<file path="config.mk">
export PLATFORM = sky130hd
export DESIGN_NAME = rac_reduce
export DESIGN_NICKNAME = d
export VERILOG_FILES = /design/src/hw/rtl/rac_pkg.sv /design/src/hw/rtl/rac_reduce.sv
export SDC_FILE = /design/constraint.sdc
export NUM_CORES = 2
export LEC_CHECK = 0
export BUFFER_PORTS_ARGS = -buffer_cell sky130_fd_sc_hd__buf_2
export CAP_MARGIN = 20
export CORE_UTILIZATION = 31
export CTS_CLUSTER_SIZE = 8
export DETAILED_ROUTE_END_ITERATION = 16
export MAX_ROUTING_LAYER = met4
export SETUP_SLACK_MARGIN = 0.5
export SLEW_MARGIN = 25
export SYNTH_ARGS = -nofsm -noshare
export SYNTH_HDL_FRONTEND = slang
export SYNTH_SLANG_ARGS = --single-unit
</file>
<file path="constraint.sdc">
create_clock -name clock -period 10.15 [get_ports clock]
set_clock_uncertainty 0.05 [all_clocks]
set_input_delay 1.015 -clock clock [delete_from_list [all_inputs] [get_ports clock]]
set_output_delay 1.015 -clock clock [all_outputs]
set_load 0.01 [all_outputs]
</file>
<file path="src/hw/rtl/rac_pkg.sv">
// Package for the rational accumulator ALU: payload structs, opcodes, status codes.
// Used by every module of the block; depends on nothing.
package rac_pkg;

   localparam int VALUE_WIDTH_DEFAULT = 32;
   localparam int MAG_WIDTH = 66;

   localparam logic [2:0] OP_LOAD = 3'd0;
   localparam logic [2:0] OP_ADD  = 3'd1;
   localparam logic [2:0] OP_SUB  = 3'd2;
   localparam logic [2:0] OP_MUL  = 3'd3;
   localparam logic [2:0] OP_DIV  = 3'd4;

   localparam logic [1:0] ST_OK       = 2'd0;
   localparam logic [1:0] ST_ZERO_DEN = 2'd1;
   localparam logic [1:0] ST_OVERFLOW = 2'd2;

   typedef struct packed {
      logic [2:0]         opcode;
      logic signed [31:0] operand_num;
      logic signed [31:0] operand_den;
   } req_type;

   typedef struct packed {
      logic signed [31:0] result_num;
      logic signed [31:0] result_den;
      logic [1:0]         status;
   } rsp_type;

   // Command and status between the sequencer and the shared reduce unit.
   typedef struct packed {
      logic start;
   } red_cmd_type;

   typedef struct packed {
      logic done;
      logic busy;
   } red_sts_type;

endpackage

</file>
<file path="src/hw/rtl/rac_reduce.sv">
// Shared reduce unit: binary gcd of two magnitudes, then divides both by it
// with a restoring one-bit-per-cycle divider. Depends on rac_pkg.
module rac_reduce (
   input  logic                          clock,
   input  logic                          reset,
   input  rac_pkg::red_cmd_type          cmd,
   input  logic [rac_pkg::MAG_WIDTH-1:0] a_in,
   input  logic [rac_pkg::MAG_WIDTH-1:0] b_in,
   output rac_pkg::red_sts_type          sts,
   output logic [rac_pkg::MAG_WIDTH-1:0] a_out,
   output logic [rac_pkg::MAG_WIDTH-1:0] b_out
);
   import rac_pkg::*;

   localparam logic [2:0] R_IDLE = 3'd0;
   localparam logic [2:0] R_GCD  = 3'd1;
   localparam logic [2:0] R_DIVA = 3'd2;
   localparam logic [2:0] R_DIVB = 3'd3;
   localparam logic [2:0] R_DONE = 3'd4;
   localparam int CW = $clog2(MAG_WIDTH + 1);

   logic [2:0] state_ff, state_in;
   logic [MAG_WIDTH-1:0] u_ff, u_in, v_ff, v_in, a_ff, a_in_r, b_ff, b_in_r;
   logic [MAG_WIDTH-1:0] g_ff, g_in, q_ff, q_in;
   logic [MAG_WIDTH:0]   rem_ff, rem_in;
   logic [CW-1:0] shf_ff, shf_in, cnt_ff, cnt_in;
   logic [MAG_WIDTH:0] trial;
   logic [MAG_WIDTH-1:0] diff;

   assign trial = {rem_ff[MAG_WIDTH-1:0],
                   (state_ff == R_DIVA) ? a_ff[MAG_WIDTH-1] : b_ff[MAG_WIDTH-1]};
   assign diff  = (u_ff > v_ff) ? (u_ff - v_ff) : (v_ff - u_ff);

   always_comb begin
      state_in = state_ff;
      u_in = u_ff; v_in = v_ff; a_in_r = a_ff; b_in_r = b_ff;
      g_in = g_ff; q_in = q_ff; rem_in = rem_ff; shf_in = shf_ff; cnt_in = cnt_ff;
      unique case (state_ff)
         R_IDLE: begin
            if (cmd.start) begin
               u_in = a_in; v_in = b_in; a_in_r = a_in; b_in_r = b_in;
               shf_in = '0;
               state_in = R_GCD;
            end
         end
         R_GCD: begin
            // Binary gcd, one step per cycle.
            if (u_ff == '0 || v_ff == '0 || u_ff == v_ff) begin
               g_in = ((u_ff == '0) ? v_ff : u_ff) << shf_ff;
               rem_in = '0; q_in = '0; cnt_in = CW'(MAG_WIDTH);
               state_in = ((u_ff | v_ff) == '0) ? R_DONE : R_DIVA;
            end else if (!u_ff[0] && !v_ff[0]) begin
               u_in = u_ff >> 1; v_in = v_ff >> 1; shf_in = shf_ff + 1'b1;
            end else if (!u_ff[0]) begin
               u_in = u_ff >> 1;
            end else if (!v_ff[0]) begin
               v_in = v_ff >> 1;
            end else begin
               u_in = (u_ff < v_ff) ? u_ff : v_ff;
               v_in = diff >> 1;
            end
         end
         R_DIVA, R_DIVB: begin
            if (trial >= {1'b0, g_ff}) begin
               rem_in = trial - {1'b0, g_ff};
               q_in = {q_ff[MAG_WIDTH-2:0], 1'b1};
            end else begin
               rem_in = trial;
               q_in = {q_ff[MAG_WIDTH-2:0], 1'b0};
            end
            if (state_ff == R_DIVA) a_in_r = a_ff << 1;
            else b_in_r = b_ff << 1;
            cnt_in = cnt_ff - 1'b1;
            if (cnt_ff == CW'(1)) begin
               if (state_ff == R_DIVA) begin
                  u_in = q_in; rem_in = '0; cnt_in = CW'(MAG_WIDTH);
                  state_in = R_DIVB;
               end else begin
                  v_in = q_in;
                  state_in = R_DONE;
               end
            end
         end
         R_DONE: state_in = R_IDLE;
         default: state_in = R_IDLE;
      endcase
   end

   always_ff @(posedge clock) begin
      if (reset) state_ff <= R_IDLE;
      else state_ff <= state_in;
      u_ff <= u_in; v_ff <= v_in; a_ff <= a_in_r; b_ff <= b_in_r;
      g_ff <= g_in; q_ff <= q_in; rem_ff <= rem_in; shf_ff <= shf_in; cnt_ff <= cnt_in;
   end

   // With a zero gcd both inputs were zero; u/v then still hold zeros.
   assign sts.done = (state_ff == R_DONE);
   assign sts.busy = (state_ff != R_IDLE);
   assign a_out = u_ff;
   assign b_out = v_ff;
endmodule

</file>
# == Yosys cells after proc, flatten, opt, wreduce, memory -nomap -nowiden ==
# Index checks and enable logic that the tools add are counted.
# totals
in_bits,135
elab_cells,107
register_bits,478
output_inout_bits,134
# classes
mux,46
add_sub_neg,5
n_reduce_logical,24
n_bitwise,1
n_eq_ne,16
shifts,1
n_lt_le_gt_ge,3
# op_table
cell,n
$mux 66,22
$pmux 66 s2,3
$pmux 66 s3,2
$logic_not 66->1,3
$sub 66x66->66,3
$mux 65,2
$pmux 65 s2,1
$ge 67x66->1,1
$eq 66x66->1,1
$gt 66x66->1,1
$lt 66x66->1,1
$or 66x66->66,1
$shl 66x7->66,1
$mux 7,6
$pmux 7 s2,2
$mux 3,5
$ne 2x2->1 const B,7
$pmux 3 s3,1
$reduce_and 3->1,3
$ne 4x4->1 const B,2
$add 7x1->7 const B,1
$eq 7x1->1 const B,1
$reduce_and 7->1,1
$sub 7x1->7 const B,1
other kinds (16),24

# == Longest topological paths before layout ==
# logic_depth
word_depth,7
mapped_depth,19
mapped_depth_nobuf,18

# == Worst setup path before layout ==
# OpenSTA, ideal clock, no wires.
# synth_path
path_type,register to register
startpoint,"register u_ff[22], in the netlist a_out[22]"
endpoint,"register cnt_ff[0], enable pin"
path_slack_ns,1.417
path_buffers,2
required_time_ns,9.463
arrival_ns,8.046
stages_incl_launch_ff,11
setup_ns,0.637
synth_period_minus_slack_ns,8.733
path_cell_list,edfxtp_1 -> nor4_1 -> and4_1 -> nand3_1 -> nor4_2 -> clkbuf_1 -> buf_1 -> inv_1 -> nand3_1 -> nor2_1 -> nor2_1
# synth_between
elab_chain_cells,5
elab_cells_between_ends,6
classes_between,2 x eq/ne; 4 x reduce/logical
# synth_lines
element,line,rtl
"start, declared",rac_reduce.sv:23,"logic [MAG_WIDTH-1:0] u_ff, u_in, v_ff, v_in, a_ff, a_in_r, b_ff, b_in_r;"
"start signal, assigned",rac_reduce.sv:92,u_ff <= u_in; v_ff <= v_in; a_ff <= a_in_r; b_ff <= b_in_r;
$logic_not 66->1,rac_reduce.sv:48,if (u_ff == '0 || v_ff == '0 || u_ff == v_ff) begin
$logic_or 1x1->1,rac_reduce.sv:48,
$logic_or 1x1->1 (*),rac_reduce.sv:48,
$ne 2x2->1 (no line) (*),n/a,
$reduce_and 2->1 (no line) (*),n/a,
"end signal, assigned",rac_reduce.sv:93,g_ff <= g_in; q_ff <= q_in; rem_ff <= rem_in; shf_ff <= shf_in; cnt_ff <= cnt_in;
"end, declared",rac_reduce.sv:26,"logic [CW-1:0] shf_ff, shf_in, cnt_ff, cnt_in;"
# Mark *: on every way between the ends. The rest lies on a longest branch, timed or not.
# A chain may end at the register's enable or synchronous reset.

# == Worst setup path in the final report ==
# layout_path
startpoint,register state_ff[2]
endpoint,register rem_ff[33] (data pin)
# layout_between
elab_chain_cells,7
elab_cells_between_ends,11
classes_between,1 x add/sub; 1 x order compare; 3 x eq/ne; 5 x mux; 1 x reduce/logical
# layout_lines
element,line,rtl
"start, declared",rac_reduce.sv:22,"logic [2:0] state_ff, state_in;"
"start signal, assigned",rac_reduce.sv:91,else state_ff <= state_in;
$eq 3x2->1,"rac_reduce.sv:31, rac_reduce.sv:38, rac_reduce.sv:75",
$mux 1,rac_reduce.sv:31,(state_ff == R_DIVA) ? a_ff[MAG_WIDTH-1] : b_ff[MAG_WIDTH-1]};
$sub 66x66->66 / $ge 67x66->1 (equally long branches),"rac_reduce.sv:65, rac_reduce.sv:64",
$mux 66,rac_reduce.sv:64,"if (trial >= {1'b0, g_ff}) begin"
$mux 66,rac_reduce.sv:75,if (state_ff == R_DIVA) begin
$mux 66,rac_reduce.sv:74,if (cnt_ff == CW'(1)) begin
$pmux 66 s2 (*),rac_reduce.sv:38,unique case (state_ff)
"end signal, assigned",rac_reduce.sv:93,
"end, declared",rac_reduce.sv:25,"logic [MAG_WIDTH:0] rem_ff, rem_in;"
# Marks and branches as above.

==> results.md <==
* Result of the run: complete, no violations
* Area added between synthesis and finish at 13.2%
* Leakage at 17.6 nW
* Instance count of the mapped netlist at 4291
* Sequential cell fraction of total power at 0.290
* Launching instance or port of the critical path: state_ff[2]$_SDFFE_PP0P_
* Fmax at 0.168 GHz
* Peak per-stage delay on the critical path at 0.75 ns
* Placed wire-length estimate after detailed placement at 115000 um
* Switch Pwr at 4.50 mW
* Type of origin of the critical path: flip-flop
* Most area-consuming cells after synthesis: sky130_fd_sc_hd__edfxtp_1, sky130_fd_sc_hd__ha_1, sky130_fd_sc_hd__mux2i_1
* Required time at the worst-slack endpoint at 10.44 ns
* Critical path data arrival time at 6.24 ns
* Post-synth EDFFs at 475
* Ratio of cells with drive above 1 in the final layout at 0.106
* Starting utilization of the core area at 0.314
* Total CTS buffers at 72
* Total global routing track utilization at 0.247
* Fraction of synthesized cell area taken by the top area cell type at 0.377
* Synth unique cells at 92
* Post-Syn Nets at 4696
* Number of inserted filler cells in the final layout at 12400
* Final setup violation count at 0
* Class of the tightest hold or removal check: reg2reg
* Number of vias per cell after detailed routing at 5.67
* Start of the worst register-to-register path: state_ff[2]$_SDFFE_PP0P_
* Ports placed on the boundary at 269
* Transition time at the pin with the least slew margin at 1.10 ns
* Critical path start-end classification: reg2reg
* Routed Antenna Nets at 0
* Ys flop type: sky130_fd_sc_hd__edfxtp_1
* Largest buffer count on any clock path at 3
* Power per cell area at 230 nW/um2
* Post-Layout Cell Count at 6086
* Unrepaired setup endpoints after global routing: no
* Syn Std Cell Area at 37900 um2
* Detailed-route wire length per cell at 24.8 um
* Worst Hold Launch: b_ff[63]$_DFFE_PP_
* Via count of the first global-routing pass at 33700
* Library cell occupying the most area in the post-synthesis netlist: sky130_fd_sc_hd__edfxtp_1
* Setup total negative slack at 0 ns
* Setup crit end kind: flip-flop
* H-tree depth at 3
* TritonCTS clock tree: built
* Endpoint of the worst-slack reg-to-reg timing path: rem_ff[33]$_SDFFCE_PP0P_
* Core region area at 121000 um2
* Clock Power Share at 0.230
* Number of storage elements in the synthesis netlist at 478
* Reg-to-reg setup timing slack at 4.21 ns
* Die Span X at 352 um
* Sw frac at 0.455
* Overall overflow remaining after global route at 0
* Warnings from Yosys at 0
* Number of hold-slack violations in the final timing report at 0
* Worst setup path endpoint: rem_ff[33]$_SDFFCE_PP0P_
* Maximum vdd drop at 0.147 mV
* DRT Wirelength at 151000 um
* Number of I/O port buffers at 268
* Largest net degree at the start of global routing at 230
* Antenna violations before repair at 9
* Worst-case reg-to-reg path depth at 18
* CTS root buf: sky130_fd_sc_hd__clkbuf_16
* Quantity of hold-fixing buffers added after cts at 0
* Die height at 352 um
* Post-synthesis sequential area ratio at 0.378
* Row cnt at 127
* Worst rel slew slack at 0.268
* Combinational cell fraction of total power at 0.480
* Final worst-path cycle share at 0.585
* Number of max-slew violations in the final report at 0
* Number of gates given a new drive strength after cts at 0
* Async S/R FF share, synth at 0
* Critical path fanouts, max at 57
* Count of vias placed by the detailed router at 34500
* Internal Power at 5.38 mW
* Number of setup buffers added after CTS at 0
* Number of iterations in the first detailed-routing pass at 6
* Time the worst path needs with I/O delays and setup at 5.94 ns
* Die ar. at 124000 um2
* Number of design-rule violations left by the first detailed-router iteration at 3275
* Cell Chain, Critical Path: nor2_1, nand2_1, mux2i_1, ha_1, nor2b_1, o21bai_1, a31oi_1, or3_1, a21bo_2, o2111ai_2, a211oi_2, o31ai_4, o31ai_2, a211oi_4, buf_8, buf_4, mux2i_1, nor2_1
* GPL Wtd Cong at 1.01
* Net total in the final layout at 4847
* Insertion delay of the later-clocked pin in the worst-skew pair at 0.67 ns
* Clock tree sinks at 478
* DRC violations left at 0
* Cell Count Post-Placement at 5979
* Max-cap check violation count at 0
* Clock transition at the registers of the reported paths at 0.06 ns
* Slowest cell on the critical path: sky130_fd_sc_hd__buf_4
* Global-route wire length before repair at 223000 um
* Synthesized area per cell at 8.83 um2
kinds of logic (layout without fill, tap and decap cells):
kind of cell	after synthesis	count (layout)	share of synthesized area
and+or+nand+nor	1332	1332	0.160
AOI/OAI and AO/OA	1193	1193	0.196
other	0	9	0
DFF	478	478	0.378
xor gates and xnor gates	131	131	0.0303
muxes	332	332	0.0892
buffers and inverters	555	729	0.0565
adders and majority gates	270	270	0.0898
how the worst min path moves through the flow:
stage | slack (ns) | cells after the start | endpoint
after floorplan | 0.43 | 2 | a_ff[10]$_DFFE_PP_
after global placement | 0.44 | 2 | a_ff[43]$_DFFE_PP_
after detailed placement | 0.44 | 2 | b_ff[61]$_DFFE_PP_
after CTS | 0.46 | 2 | b_ff[61]$_DFFE_PP_
after global routing | 0.48 | 2 | a_ff[45]$_DFFE_PP_
final | 0.45 | 2 | b_ff[64]$_DFFE_PP_
power by group through the flow:
stage               Combinational, mW  Clock (mW)  Sequential [mW]
floorplan                        2.94           0             2.78
global placement                 4.63           0             2.88
detailed placement               4.61           0             2.89
CTS                              4.63        2.31             2.86
global route                     5.07        2.38             2.89
finish                           4.74        2.27             2.87
cells in the mapped netlist (10+ instances only):
master	count
sky130_fd_sc_hd__o21ai_0	261
sky130_fd_sc_hd__mux2_2	13
sky130_fd_sc_hd__edfxtp_1	475
sky130_fd_sc_hd__o31ai_1	51
sky130_fd_sc_hd__inv_1	312
sky130_fd_sc_hd__nor3_1	44
sky130_fd_sc_hd__a22oi_1	12
sky130_fd_sc_hd__and3_1	16
sky130_fd_sc_hd__nand4_1	63
sky130_fd_sc_hd__a31o_2	10
sky130_fd_sc_hd__a221oi_1	67
sky130_fd_sc_hd__o211ai_1	25
sky130_fd_sc_hd__nand3_1	55
sky130_fd_sc_hd__buf_1	23
sky130_fd_sc_hd__mux2i_1	316
sky130_fd_sc_hd__nand2_1	555
sky130_fd_sc_hd__and2_1	89
sky130_fd_sc_hd__or3_1	20
sky130_fd_sc_hd__nor2b_1	42
sky130_fd_sc_hd__nand2b_1	13
sky130_fd_sc_hd__xnor2_1	98
sky130_fd_sc_hd__clkbuf_1	193
sky130_fd_sc_hd__buf_2	15
sky130_fd_sc_hd__o21a_1	16
sky130_fd_sc_hd__o221ai_1	15
sky130_fd_sc_hd__xor2_1	33
sky130_fd_sc_hd__nor4_1	79
sky130_fd_sc_hd__o21bai_1	61
sky130_fd_sc_hd__a211oi_1	34
sky130_fd_sc_hd__a21oi_1	437
sky130_fd_sc_hd__nor2_1	320
sky130_fd_sc_hd__o21ai_1	12
sky130_fd_sc_hd__a31oi_1	21
sky130_fd_sc_hd__o22ai_1	50
sky130_fd_sc_hd__ha_1	267
sky130_fd_sc_hd__a21o_1	38
layout make-up:
cell class / count / area [um2] / share of cell area
Inverter: 316 / 1190 / 0.0277
Clock buffer: 84 / 1890 / 0.0441
Sequential cell: 478 / 14300 / 0.334
Antenna cell: 9 / 22.5 / 0.000525
Clock inverter: 13 / 134 / 0.00312
Timing Repair Buffer: 316 / 1750 / 0.0407
Multi-Input combinational cell: 3258 / 21600 / 0.503
Tap cell: 1612 / 2020 / 0.0470
worst max-delay path, delay by kind of cell, from the launching register on:
kind	cells	cell delay, ns
multiplexers	2	0.70
buffers and inverters	2	1.00
AND/OR/NAND/NOR	5	0.87
adder cells (fa/ha/maj)	1	0.25
AO/OA/AOI/OAI	8	2.04
flip-flops	1	0.67
placed cells by master (no fill, tap or decap), types with 8 or more instances in the layout:
cell | netlist | routed
sky130_fd_sc_hd__buf_2 | 15 | 268
sky130_fd_sc_hd__edfxtp_1 | 475 | 475
sky130_fd_sc_hd__o31ai_1 | 51 | 51
sky130_fd_sc_hd__ha_1 | 267 | 267
sky130_fd_sc_hd__o221ai_1 | 15 | 15
sky130_fd_sc_hd__nor4_1 | 79 | 75
sky130_fd_sc_hd__buf_4 | 6 | 44
sky130_fd_sc_hd__a31oi_1 | 21 | 20
sky130_fd_sc_hd__nor3b_1 | 8 | 8
sky130_fd_sc_hd__a22oi_1 | 12 | 12
sky130_fd_sc_hd__mux2i_1 | 316 | 316
sky130_fd_sc_hd__nor3_1 | 44 | 42
sky130_fd_sc_hd__nand4_1 | 63 | 63
sky130_fd_sc_hd__o22ai_1 | 50 | 50
sky130_fd_sc_hd__xnor2_1 | 98 | 98
sky130_fd_sc_hd__o21bai_1 | 61 | 61
sky130_fd_sc_hd__o21a_1 | 16 | 15
sky130_fd_sc_hd__o21ai_0 | 261 | 261
sky130_fd_sc_hd__nand3_1 | 55 | 55
sky130_fd_sc_hd__nor2b_1 | 42 | 41
sky130_fd_sc_hd__a21oi_1 | 437 | 435
sky130_fd_sc_hd__inv_1 | 312 | 312
sky130_fd_sc_hd__nand2_1 | 555 | 554
sky130_fd_sc_hd__and3_1 | 16 | 16
sky130_fd_sc_hd__a221oi_1 | 67 | 67
sky130_fd_sc_hd__or3_1 | 20 | 20
sky130_fd_sc_hd__nor2_1 | 320 | 316
sky130_fd_sc_hd__clkbuf_16 | 0 | 74
sky130_fd_sc_hd__o211ai_1 | 25 | 25
sky130_fd_sc_hd__a21o_1 | 38 | 38
sky130_fd_sc_hd__mux2_2 | 13 | 13
sky130_fd_sc_hd__nand2b_1 | 13 | 12
sky130_fd_sc_hd__xor2_1 | 33 | 33
sky130_fd_sc_hd__a211oi_1 | 34 | 34
sky130_fd_sc_hd__o21ai_1 | 12 | 12
sky130_fd_sc_hd__and2_1 | 89 | 89
sky130_fd_sc_hd__a31o_2 | 10 | 10
sky130_fd_sc_hd__diode_2 | 0 | 9
sky130_fd_sc_hd__clkbuf_1 | 193 | 10
layer usage:
layer	GRT usage	part of all wire
met1	0.319	0.43
met2	0.374	0.44
met3	0.0528	0.081
met4	0.0998	0.044
met5	-	0
registers in the layout, indices dropped and copies added (netlist names):
register  cells
a_ff         66
a_out        66
b_ff         66
b_out        66
cnt_ff        7
g_ff         66
q_ff         65
rem_ff       66
shf_ff        7
state_ff      3
stage by stage:
stage,util,setup slack [ns],power (mW),area [um2],hold slack (ns)
after floorplan,-,1.42,5.73,37900,0.434
after global placement,0.338,4.04,7.52,40800,0.437
after detailed placement,0.338,4.22,7.50,40800,0.443
after CTS,0.355,4.21,9.80,42800,0.456
after global routing,0.356,3.82,10.3,42900,0.475
final,0.356,4.21,9.88,42900,0.451
(Power assumes the default switching activity.)
